`src/rtl/ipv4_prefix_acl_table_defines.svh`:
```
// Assertion helpers used by ipal_ctrl. Every use expects signals named clk and
// rst_n in the enclosing module.
`ifndef IPV4_PREFIX_ACL_TABLE_DEFINES_SVH
`define IPV4_PREFIX_ACL_TABLE_DEFINES_SVH

// The consequent must hold in the same cycle as the antecedent.
`define IPAL_ASSERT_NOW(label, ante, cons, msg) \
  label: assert property (@(posedge clk) disable iff (!rst_n) (ante) |-> (cons)) \
    else $error(msg);

// The consequent must hold in the cycle after the antecedent.
`define IPAL_ASSERT_NEXT(label, ante, cons, msg) \
  label: assert property (@(posedge clk) disable iff (!rst_n) (ante) |=> (cons)) \
    else $error(msg);

`endif

```
`src/rtl/ipal_pkg.sv`:
```
`default_nettype none

package ipal_pkg;

  localparam int ADDR_W = 32;

  localparam logic KIND_ADD  = 1'b0;
  localparam logic KIND_TEST = 1'b1;

  typedef enum logic [1:0] {
    STAT_OK        = 2'd0,
    STAT_DUP       = 2'd1,
    STAT_NOT_FOUND = 2'd2,
    STAT_FULL      = 2'd3
  } status_t;

  typedef enum logic [1:0] {
    ST_IDLE,
    ST_SEARCH,
    ST_FINISH
  } ctrl_state_t;

  typedef struct packed {
    logic              kind;
    logic [ADDR_W-1:0] address;
    logic [5:0]        prefix_len;
  } in_req_t;

  typedef struct packed {
    status_t    status;
    logic [4:0] rule_count;
  } out_rsp_t;

  // Request travelling down the chain of rule cells.
  typedef struct packed {
    logic              valid;
    logic              kind;
    logic [ADDR_W-1:0] address;
    logic [ADDR_W-1:0] mask;
    logic [ADDR_W-1:0] base;
    logic              hit;
  } token_t;

  // Rule write broadcast to the cells; the selected cell takes it.
  typedef struct packed {
    logic              en;
    logic [ADDR_W-1:0] base;
    logic [ADDR_W-1:0] mask;
  } rule_wr_t;

  // Prefix lengths above the address width saturate to a full host mask.
  function automatic logic [ADDR_W-1:0] mask_of_prefix(input logic [5:0] plen);
    logic [5:0] sat;
    sat = (plen > 6'(ADDR_W)) ? 6'(ADDR_W) : plen;
    if (sat == 6'd0) begin
      return '0;
    end
    return {ADDR_W{1'b1}} << (6'(ADDR_W) - sat);
  endfunction

endpackage

`default_nettype wire

```
`src/rtl/ipal_cell.sv`:
```
`default_nettype none

module ipal_cell #(
  parameter int IDX     = 0,
  parameter int COUNT_W = 5
) (
  input  wire logic                 clk,
  input  wire logic                 rst_n,
  input  wire logic [COUNT_W-1:0]   count,
  input  wire ipal_pkg::rule_wr_t   wr,
  input  wire logic                 wr_sel,
  input  wire ipal_pkg::token_t     tok_i,
  output      ipal_pkg::token_t     tok_o
);

  logic [ipal_pkg::ADDR_W-1:0] base_r;
  logic [ipal_pkg::ADDR_W-1:0] mask_r;
  ipal_pkg::token_t            tok_r;
  ipal_pkg::token_t            tok_nxt;
  logic                        live;
  logic                        match;

  // Only entries below the rule count hold a rule.
  assign live = (COUNT_W'(IDX) < count);

  always_comb begin
    if (tok_i.kind == ipal_pkg::KIND_TEST) begin
      match = ((tok_i.address & mask_r) == base_r);
    end else begin
      match = (base_r == tok_i.base) && (mask_r == tok_i.mask);
    end
    tok_nxt     = tok_i;
    tok_nxt.hit = tok_i.hit | (live & match);
  end

  always_ff @(posedge clk) begin
    if (!rst_n) begin
      tok_r.valid <= 1'b0;
    end else begin
      tok_r.valid <= tok_nxt.valid;
    end
    tok_r.kind    <= tok_nxt.kind;
    tok_r.address <= tok_nxt.address;
    tok_r.mask    <= tok_nxt.mask;
    tok_r.base    <= tok_nxt.base;
    tok_r.hit     <= tok_nxt.hit;
  end

  always_ff @(posedge clk) begin
    if (wr.en && wr_sel) begin
      base_r <= wr.base;
      mask_r <= wr.mask;
    end
  end

  assign tok_o = tok_r;

endmodule

`default_nettype wire

```
`src/rtl/ipal_ctrl.sv`:
```
`default_nettype none

`include "ipv4_prefix_acl_table_defines.svh"

module ipal_ctrl #(
  parameter int RULE_SLOTS = 16,
  parameter int COUNT_W    = 5,
  parameter int IDX_W      = 4
) (
  input  wire logic                clk,
  input  wire logic                rst_n,
  input  wire logic                in_valid,
  output      logic                in_ready,
  input  wire ipal_pkg::in_req_t   in_data,
  output      logic                out_valid,
  input  wire logic                out_ready,
  output      ipal_pkg::out_rsp_t  out_data,
  output      ipal_pkg::token_t    head,
  input  wire ipal_pkg::token_t    tail,
  output      logic [COUNT_W-1:0]  count,
  output      ipal_pkg::rule_wr_t  wr,
  output      logic [IDX_W-1:0]    wr_idx
);

  ipal_pkg::ctrl_state_t state_r, state_nxt;
  ipal_pkg::token_t      head_r, head_nxt;
  ipal_pkg::token_t      fin_r, fin_nxt;
  logic [COUNT_W-1:0]    count_r, count_nxt;
  logic                  out_valid_r, out_valid_nxt;
  ipal_pkg::out_rsp_t    out_data_r, out_data_nxt;
  logic [31:0]           count_ext;
  logic                  full;
  logic [ipal_pkg::ADDR_W-1:0] in_mask;

  assign full    = (count_r == COUNT_W'(RULE_SLOTS));
  assign in_mask = ipal_pkg::mask_of_prefix(in_data.prefix_len);

  always_ff @(posedge clk) begin
    if (!rst_n) begin
      state_r      <= ipal_pkg::ST_IDLE;
      count_r      <= '0;
      out_valid_r  <= 1'b0;
      head_r.valid <= 1'b0;
    end else begin
      state_r      <= state_nxt;
      count_r      <= count_nxt;
      out_valid_r  <= out_valid_nxt;
      head_r.valid <= head_nxt.valid;
    end
    head_r.kind    <= head_nxt.kind;
    head_r.address <= head_nxt.address;
    head_r.mask    <= head_nxt.mask;
    head_r.base    <= head_nxt.base;
    head_r.hit     <= head_nxt.hit;
    fin_r          <= fin_nxt;
    out_data_r     <= out_data_nxt;
  end

  always_comb begin
    state_nxt     = state_r;
    head_nxt      = head_r;
    head_nxt.valid = 1'b0;
    fin_nxt       = fin_r;
    count_nxt     = count_r;
    out_valid_nxt = out_valid_r;
    out_data_nxt  = out_data_r;
    in_ready      = 1'b0;
    wr.en         = 1'b0;
    wr.base       = fin_r.base;
    wr.mask       = fin_r.mask;
    count_ext     = 32'(count_r);

    if (out_valid_r && out_ready) begin
      out_valid_nxt = 1'b0;
    end

    case (state_r)
      ipal_pkg::ST_IDLE: begin
        in_ready = 1'b1;
        if (in_valid) begin
          head_nxt.valid   = 1'b1;
          head_nxt.kind    = in_data.kind;
          head_nxt.address = in_data.address;
          head_nxt.mask    = in_mask;
          head_nxt.base    = in_data.address & in_mask;
          head_nxt.hit     = 1'b0;
          state_nxt        = ipal_pkg::ST_SEARCH;
        end
      end
      ipal_pkg::ST_SEARCH: begin
        if (tail.valid) begin
          fin_nxt   = tail;
          state_nxt = ipal_pkg::ST_FINISH;
        end
      end
      ipal_pkg::ST_FINISH: begin
        if (!out_valid_r || out_ready) begin
          if (fin_r.kind == ipal_pkg::KIND_TEST) begin
            out_data_nxt.status = fin_r.hit ? ipal_pkg::STAT_OK : ipal_pkg::STAT_NOT_FOUND;
          end else if (fin_r.hit) begin
            out_data_nxt.status = ipal_pkg::STAT_DUP;
          end else if (full) begin
            out_data_nxt.status = ipal_pkg::STAT_FULL;
          end else begin
            out_data_nxt.status = ipal_pkg::STAT_OK;
            wr.en               = 1'b1;
            count_nxt           = count_r + COUNT_W'(1);
            count_ext           = 32'(count_nxt);
          end
          out_data_nxt.rule_count = count_ext[4:0];
          out_valid_nxt           = 1'b1;
          state_nxt               = ipal_pkg::ST_IDLE;
        end
      end
      default: begin
        state_nxt = ipal_pkg::ST_IDLE;
      end
    endcase
  end

  assign head      = head_r;
  assign count     = count_r;
  assign wr_idx    = IDX_W'(count_r);
  assign out_valid = out_valid_r;
  assign out_data  = out_data_r;

  `IPAL_ASSERT_NOW(a_count_bound, 1'b1, count_r <= COUNT_W'(RULE_SLOTS),
                   "rule count exceeds table capacity")
  `IPAL_ASSERT_NOW(a_wr_not_full, wr.en, !full,
                   "rule written into a full table")
  `IPAL_ASSERT_NEXT(a_accept_starts, in_valid && in_ready,
                    state_r == ipal_pkg::ST_SEARCH && head_r.valid,
                    "accepted request did not enter the cell chain")
  `IPAL_ASSERT_NOW(a_tail_only_search, tail.valid, state_r == ipal_pkg::ST_SEARCH,
                   "chain produced a request outside the search phase")

endmodule

`default_nettype wire

```
`src/rtl/ipv4_prefix_acl_table.sv`:
```
`default_nettype none

// IPv4 prefix access list with room for RULE_SLOTS rules. An add request
// (kind 0) masks its address with the mask of its prefix length (0 gives an
// all-zero mask, lengths above 32 act as 32) and appends the rule unless an
// identical base and mask is already present (status 1) or the table is full
// (status 3). A test request (kind 1) reports status 0 when any stored rule
// covers the address and status 2 otherwise. Every request gives exactly one
// result carrying the rule count after that request. The rules live in a row
// of RULE_SLOTS cells; a request walks the row one cell per clock, each cell
// comparing it against its own rule and passing the accumulated hit on. One
// request is in flight at a time. It is registered at the head of the row,
// passes through the cells, is captured as it leaves the last cell, and then
// its status is settled, the rule appended and the result registered. The
// block is ready again in the cycle after that. A finished result waits in an
// output register, so the next request is accepted while it is still waiting
// to be taken; if that result is still waiting when the next one is settled,
// the block holds the new result, and takes no further request, until the
// output register is free. Rule entries need no clearing after reset; only
// entries below the rule count are used.
module ipv4_prefix_acl_table #(
  parameter int RULE_SLOTS = 16
) (
  input  wire logic               clk,
  input  wire logic               rst_n,
  input  wire logic               in_valid,
  output      logic               in_ready,
  input  wire ipal_pkg::in_req_t  in_data,
  output      logic               out_valid,
  input  wire logic               out_ready,
  output      ipal_pkg::out_rsp_t out_data
);

  // The count must reach RULE_SLOTS itself, so it needs one more code.
  localparam int COUNT_W = $clog2(RULE_SLOTS + 1);
  localparam int IDX_W   = (RULE_SLOTS > 1) ? $clog2(RULE_SLOTS) : 1;

  ipal_pkg::token_t   chain [RULE_SLOTS+1];
  ipal_pkg::rule_wr_t wr;
  logic [IDX_W-1:0]   wr_idx;
  logic [COUNT_W-1:0] count;

  ipal_ctrl #(
    .RULE_SLOTS (RULE_SLOTS),
    .COUNT_W    (COUNT_W),
    .IDX_W      (IDX_W)
  ) u_ctrl (
    .clk       (clk),
    .rst_n     (rst_n),
    .in_valid  (in_valid),
    .in_ready  (in_ready),
    .in_data   (in_data),
    .out_valid (out_valid),
    .out_ready (out_ready),
    .out_data  (out_data),
    .head      (chain[0]),
    .tail      (chain[RULE_SLOTS]),
    .count     (count),
    .wr        (wr),
    .wr_idx    (wr_idx)
  );

  // Cell i holds rule i; a new rule goes into the cell at the current count.
  for (genvar i = 0; i < RULE_SLOTS; i++) begin : g_cell
    ipal_cell #(
      .IDX     (i),
      .COUNT_W (COUNT_W)
    ) u_cell (
      .clk    (clk),
      .rst_n  (rst_n),
      .count  (count),
      .wr     (wr),
      .wr_sel (wr_idx == IDX_W'(i)),
      .tok_i  (chain[i]),
      .tok_o  (chain[i+1])
    );
  end

endmodule

`default_nettype wire

```
`config.mk`:
```
export PLATFORM = sky130hd
export DESIGN_NAME = ipv4_prefix_acl_table
export DESIGN_NICKNAME = d
export VERILOG_FILES = /design/src/rtl/ipal_pkg.sv /design/src/rtl/ipal_cell.sv /design/src/rtl/ipal_ctrl.sv /design/src/rtl/ipv4_prefix_acl_table.sv
export VERILOG_INCLUDE_DIRS = /design/src /design/src/rtl
export SDC_FILE = /design/constraint.sdc
export NUM_CORES = 2
export LEC_CHECK = 0
export BUFFER_PORTS_ARGS = -buffer_cell sky130_fd_sc_hd__buf_2
export CORE_AREA = 4 4 387 389
export CTS_CLUSTER_DIAMETER = 40
export DETAILED_ROUTE_END_ITERATION = 12
export DIE_AREA = 0 0 391 393
export PLACE_DENSITY = 0.87
export SLEW_MARGIN = 5
export SYNTH_ARGS = -nofsm -noshare
export SYNTH_HDL_FRONTEND = slang
export SYNTH_SLANG_ARGS = --single-unit
```
`constraint.sdc`:
```
create_clock -name clk -period 15.3 [get_ports clk]
set_input_delay 3.06 -clock clk [delete_from_list [all_inputs] [get_ports clk]]
set_output_delay 3.06 -clock clk [all_outputs]
set_load 0.1 [all_outputs]
```
* Yosys cells after proc, flatten, opt, wreduce, memory -nomap -nowiden
Index checks and enable logic that the tools add are counted.
Cells by class: add/sub/neg operators 2, magnitude comparators 17, equal/unequal tests 69, shifts and indexed selects 1, muxes and demuxes 41, bitwise gates (word level) 51, reductions and logical operators 44
Operators by type and width (number):
- equality test 32 bit | 48
- AND 32 bit | 17
- 2-to-1 mux 99 bit | 1
- 2-to-1 mux 32 bit | 2
- less-than comparator 4 x 5 -> 1 bit (first input constant) | 8
- logical AND 1 bit | 33
- equality test 4 bit (second input constant) | 8
- << shifter 32 x 6 -> 32 bit (first input constant) | 1
- 2-to-1 mux 1 bit | 26
- less-than comparator 3 x 5 -> 1 bit (first input constant) | 4
- AND 1 bit | 16
- equality test 4 x 3 -> 1 bit (second input constant) | 4
- 2-to-1 mux 5 bit | 3
- bitwise OR 1 bit | 15
- 2-to-1 mux 2 bit | 7
- less-than comparator 1 x 5 -> 1 bit (first input constant) | 2
- less-than comparator 2 x 5 -> 1 bit (first input constant) | 2
- equality test 4 x 2 -> 1 bit (second input constant) | 2
- AND reduction 2 bit | 4
- > comparator 6 bit (second input constant) | 1
- zero test 6 bit | 1
- 2-to-1 mux 6 bit | 1
- case mux 2 bit (3 select lines) | 1
- subtractor 6 bit (first input constant) | 1
- other kinds (14) | 17
Storage, ports and cells: bits in registers 2755, input bits 43

* Logic depth before layout (Yosys ltp)
word-level depth 7, gate-level depth with buffers 12, mapped depth without buffers 12

* Cells and area by module
Synthesis repeated with hierarchy kept, for this count alone.
Unflattened totals: cell total of the unflattened synthesis 5731, area, all modules 88932.8 sq um
Modules (own cells, without submodules):
- ipal_cell at g_cell[14].u_cell ... | times used 3, cells an instance 329, area each 5098.6 sq um, seq. area each 3903.7 sq um
- ipal_cell at g_cell[12].u_cell ... | times used 2, cells an instance 330, area each 5103.6 sq um, seq. area each 3903.7 sq um
- ipal_ctrl | times used 1, cells an instance 429, area each 6896.6 sq um, seq. area each 5285.1 sq um
- ipal_cell at g_cell[7].u_cell | times used 1, cells an instance 336, area each 5186.2 sq um, seq. area each 3903.7 sq um
- ipal_cell at g_cell[1].u_cell | times used 1, cells an instance 330, area each 5143.7 sq um, seq. area each 3903.7 sq um
- ipal_cell at g_cell[3].u_cell | times used 1, cells an instance 330, area each 5123.7 sq um, seq. area each 3903.7 sq um
- ipal_cell at g_cell[10].u_cell | times used 1, cells an instance 331, area each 5119.9 sq um, seq. area each 3903.7 sq um
- ipal_cell at g_cell[5].u_cell | times used 1, cells an instance 329, area each 5116.2 sq um, seq. area each 3903.7 sq um
- ipal_cell at g_cell[8].u_cell | times used 1, cells an instance 330, area each 5112.4 sq um, seq. area each 3903.7 sq um
- ipal_cell at g_cell[0].u_cell | times used 1, cells an instance 331, area each 5103.6 sq um, seq. area each 3903.7 sq um
- ipal_cell at g_cell[15].u_cell | times used 1, cells an instance 329, area each 5103.6 sq um, seq. area each 3903.7 sq um
- ipal_cell at g_cell[9].u_cell | times used 1, cells an instance 330, area each 5102.4 sq um, seq. area each 3903.7 sq um
- ipal_cell at g_cell[11].u_cell | times used 1, cells an instance 330, area each 5098.6 sq um, seq. area each 3903.7 sq um
- ipal_cell at g_cell[13].u_cell | times used 1, cells an instance 329, area each 5096.1 sq um, seq. area each 3903.7 sq um
- ipv4_prefix_acl_table | times used 1, cells an instance 20, area each 226.5 sq um, seq. area each 0.0 sq um

* Worst setup path after synthesis
No wires, ideal clock.
path kind input-to-reg, start point input port out_ready, end point register g_cell[12].u_cell.base_r[0] (netlist bit), enable pin, data arrival time 6493 ps, data required time 14813 ps, setup slack 8321 ps, stages 4, cells stage by stage nor2b_1 > nor4b_4 > nand2_1 > nor2_1
On the way: word-level cells in the longest chain between the ends 4
Ends and longest elaborated chain:
- from (decl) | RTL line ipv4_prefix_acl_table.sv:30 | input wire logic out_ready,
- logical OR 1 bit | RTL line ipal_ctrl.sv:97 | if (!out_valid_r || out_ready) begin
- 2-to-1 mux 1 bit | RTL line ipal_ctrl.sv:97
- 2-to-1 mux 1 bit | RTL line ipal_ctrl.sv:77 | case (state_r)
- logical AND 1 bit | RTL line ipal_cell.sv:50 | if (wr.en && wr_sel) begin
- to (signal assigned) | RTL line ipal_cell.sv:51 | base_r <= wr.base;
- to (decl) | RTL line ipal_cell.sv:16 | logic [ipal_pkg::ADDR_W-1:0] base_r;
Every way passes these cells. A chain may end at the register's enable or synchronous reset.

* Final worst setup path
start point register u_ctrl.state_r[1], end point output port in_ready
On the way: word-level cells in the longest chain between the ends 2
Ends and longest elaborated chain:
- from (decl) | RTL line ipal_ctrl.sv:25 | ipal_pkg::ctrl_state_t state_r, state_nxt;
- from (signal assigned) | RTL line ipal_ctrl.sv:40 | state_r <= ipal_pkg::ST_IDLE;
- from (signal assigned) | RTL line ipal_ctrl.sv:45 | state_r <= state_nxt;
- zero test 2 bit | RTL line ipal_ctrl.sv:77
- 2-to-1 mux 1 bit | RTL line ipal_ctrl.sv:77
- to (decl) | RTL line ipv4_prefix_acl_table.sv:27 | output logic in_ready,
Every way passes these cells.

==> summary.txt <==
Synthesis
  • Post-synth top flop: dfxtp_1
  • Leading post-synthesis cells by cell area: edfxtp_1, dfxtp_1, xor2_1
  • Mapped Nets: 5665
  • Post-Syn Area: 87300 sq um
  • Synth Register Bits: 2755
  • Post-Synthesis Cells: 5614
  • Register area share after synthesis: 76.8%
  • Async SR Flop Fraction: 0%
  • Distinct cell type count after synthesis: 61
  • Yosys warns: 0
  • Cell taking the most area after synthesis: edfxtp_1
  • Avg Cell Area, Syn: 15.6 sq um
  • Post-synth EDFFs: 1194
  • Post-synth top area share: 41.1%

Clocking
  • CTS tree: built
  • Clk_lat worst skew: 0.92 ns
  • TritonCTS buffer count: 304
  • Clk slew on worst S/H paths: 0.06 ns
  • Cts repair resizes: 0
  • Root Driver: clkbuf_16
  • Number of H-tree levels: 5
  • Max clock buf depth: 4
  • Num Clock Sinks: 2755
  • Post-CTS Setup Inserts: 0
  • Number of hold buffers added after cts: 0

Timing
  • Setup ws final: 10.34 ns
  • Fin crit share: 32.4%
  • Worst slew pin tran: 1.13 ns
  • Fin. Hold Viols: 0
  • Final setup fails: 0
  • Layout Skew: 0.0448 ns
  • Worst hold margin: 0.341 ns
  • Final min period: 4.96 ns
  • Max-slew violations: 0
  • RSZ-0062 raised after global routing: false
  • Worst relative slew slack: 24.7%
  • Fmax: 0.201 GHz
  • Setup TNS: 0 ns

Final layout
  • Footprint of the multi-input gates: 20200 sq um
  • Fin cells: 8260
  • Final Cell Area: 101000 sq um
  • Nets@finish: 6089
  • Fillers: 9394
  • Register area: 67100 sq um
  • Synth-to-Final Area Change: 15.3%
  • Commonest non-fill, non-tap cell in the layout: dfxtp_1
  • Layout cells sized above 1: 9.98%
  • Most frequent cells in the layout: dfxtp_1, edfxtp_1, xor2_1

Route
  • DRC Markers: 0
  • WL final: 288000 um
  • Drt first pass iters: 8
  • Routed vias: 50600
  • WL per Instance: 34.8 um
  • Drt via density: 6.13
  • Post-route ant nets: 0
  • 1st-iter DRT viols: 9278

Floorplan
  • Initial Utilization: 59.5%
  • Die X: 391 um
  • FP Rows: 141
  • I/O Pins: 52
  • Die height: 393 um
  • DIE AREA: 154000 sq um
  • Core ar.: 147000 sq um

Power
  • Switch share: 22.0%
  • Logic pwr share: 2.1%
  • Lkg Pwr: 0.0364 uW
  • PwrDens: 156 nW/um^2
  • Sequential power share: 52.1%
  • Worst VDD drop: 108 uV
  • Power Internal: 12200 uW
  • Net switching power: 3450 uW
  • Clock power share: 45.8%

Worst setup path
  • CP max stage cell: buf_2
  • Critical-path cell list: nor2_1 -> buf_2
  • CP max FO: 4
  • Crit Path Category: flip-flop to output pin
  • WP buf/inv: 1
  • CP peak stage delay: 0.45 ns
  • Critical path's top delay family: buffers and inverters
  • Crit. End Element: output pin
  • WP data required: 12.24 ns
  • Crit path launch type: flip-flop
  • Critical Path AT: 1.90 ns

GRT
  • First-pass GRT wire length: 384000 um
  • GRT overflow: 0
  • Initial antenna violation count: 48
  • Largest net degree at the start of global routing: 85
  • Vias in the first global route: 49000
  • Total GRT Usage: 37.1%

Placement
  • Cell Area, Placed: 90700 sq um
  • Dpl cells: 7662
  • Setup slack at placement: 9.59 ns
  • Post-DP HPWL: 203000 um
  • Port Buffer Count: 51
  • Global placement routability congestion: 1.02

Run status
  • Outcome: finished clean

Hold path
  • Hold crit path type: flip-flop to flip-flop

Job
  • Max_cap viols: 0
-- state kept, by name (all words and copies together), names as in the netlist --
signal,cells
g_cell.u_cell.tok_o,1552
g_cell.u_cell.base_r,512
g_cell.u_cell.mask_r,512
u_ctrl.head,98
u_ctrl.wr,64
u_ctrl.out_data,7
u_ctrl.count,5
u_ctrl.fin_r,2
u_ctrl.state_r,2
u_ctrl.out_valid,1
-- worst paths after layout --
kind	slack, ns	to	cells past startpoint	startpoint
worst max-delay path	10.34	in_ready	2	u_ctrl.state_r[1]$_SDFFE_PN0P_
worst min-delay path	0.34	g_cell[5].u_cell.tok_o[66]$_DFF_P_	0	g_cell[4].u_cell.tok_o[66]$_DFF_P_
worst max register to register	11.43	g_cell[5].u_cell.mask_r[9]$_DFFE_PP_	7	u_ctrl.count[0]$_SDFFE_PN0P_
worst min register to register	0.34	g_cell[5].u_cell.tok_o[66]$_DFF_P_	0	g_cell[4].u_cell.tok_o[66]$_DFF_P_
-- synthesized netlist by cell type (2+ instances only) --
cell / instances
inv_2: 3
edfxtp_1: 1194
o2bb2ai_1: 3
a21oi_1: 26
nor3b_1: 3
buf_1: 2
inv_1: 26
a21oi_2: 2
clkbuf_1: 4
a21o_1: 2
xor2_1: 806
nor2_4: 2
nor2_1: 49
ha_1: 8
o221ai_1: 2
a222oi_1: 2
o2111ai_1: 3
a2111oi_0: 2
buf_2: 7
nand3_1: 26
o31ai_1: 4
o21a_1: 3
and3_1: 9
or3_1: 3
a311o_1: 2
xnor2_1: 718
a31oi_1: 5
nand4_1: 203
nor3_1: 32
o22ai_1: 4
o21ai_0: 19
nand2_2: 2
nor4_1: 252
and2_1: 50
or4_1: 2
and4_1: 2
dfxtp_1: 1561
nand2b_1: 8
nor2b_1: 6
nand2_1: 534
a41oi_1: 3
-- metal layers --
layer  GRT usage (%)  up-vias  wire (um)
met1            45.6    24800      96600
met2            57.7     4363     132000
li1                -    20500          -
met5               0        -        222
met4            22.9       12      18800
met3            11.7      980      39700
-- stage by stage --
step,power (uW),utilization (%)
final,15700,68.6
after global routing,16000,68.5
after CTS,15600,68.5
after detailed placement,8630,61.8
after global placement,8620,61.8
after floorplan,8350,-
-- kinds of logic (layout without fill, tap and decap cells) --
family,after synthesis,after routing,share of synthesized area (%)
multiplexers,2,2,0.0244
AO/OA/AOI/OAI,92,92,0.711
flip-flops,2755,2755,76.8
other,0,60,0
XOR/XNOR,1524,1524,15.3
AND/OR/NAND/NOR,1190,1190,6.84
buffers and inverters,43,699,0.196
adder cells (fa/ha/maj),8,8,0.115
-- layout make-up --
cell class	instances	share of cell area (%)
Inverter	29	0.108
Antenna cell	60	0.149
Timing Repair Buffer	132	0.857
Tap cell	1930	2.40
Clock buffer	419	8.63
Sequential cell	2755	66.6
Multi-Input combinational cell	2816	20.0
Clock inverter	119	1.19
-- power groups by stage --
stage,logic (uW),registers (uW),clock network [uW]
finish,325,8180,7190
global route,335,8180,7500
CTS,312,8170,7170
detailed placement,304,8320,0
global placement,301,8320,0
floorplan,201,8150,0
-- worst register-to-register path, delay by kind of cell, from the launching register on --
kind          cells  cell delay, ns
buf+inv           2            0.95
flops             1            0.67
fa+ha+maj         1            0.29
simple gates      4            1.49
No activity file was read; power rests on OpenSTA's default activity.
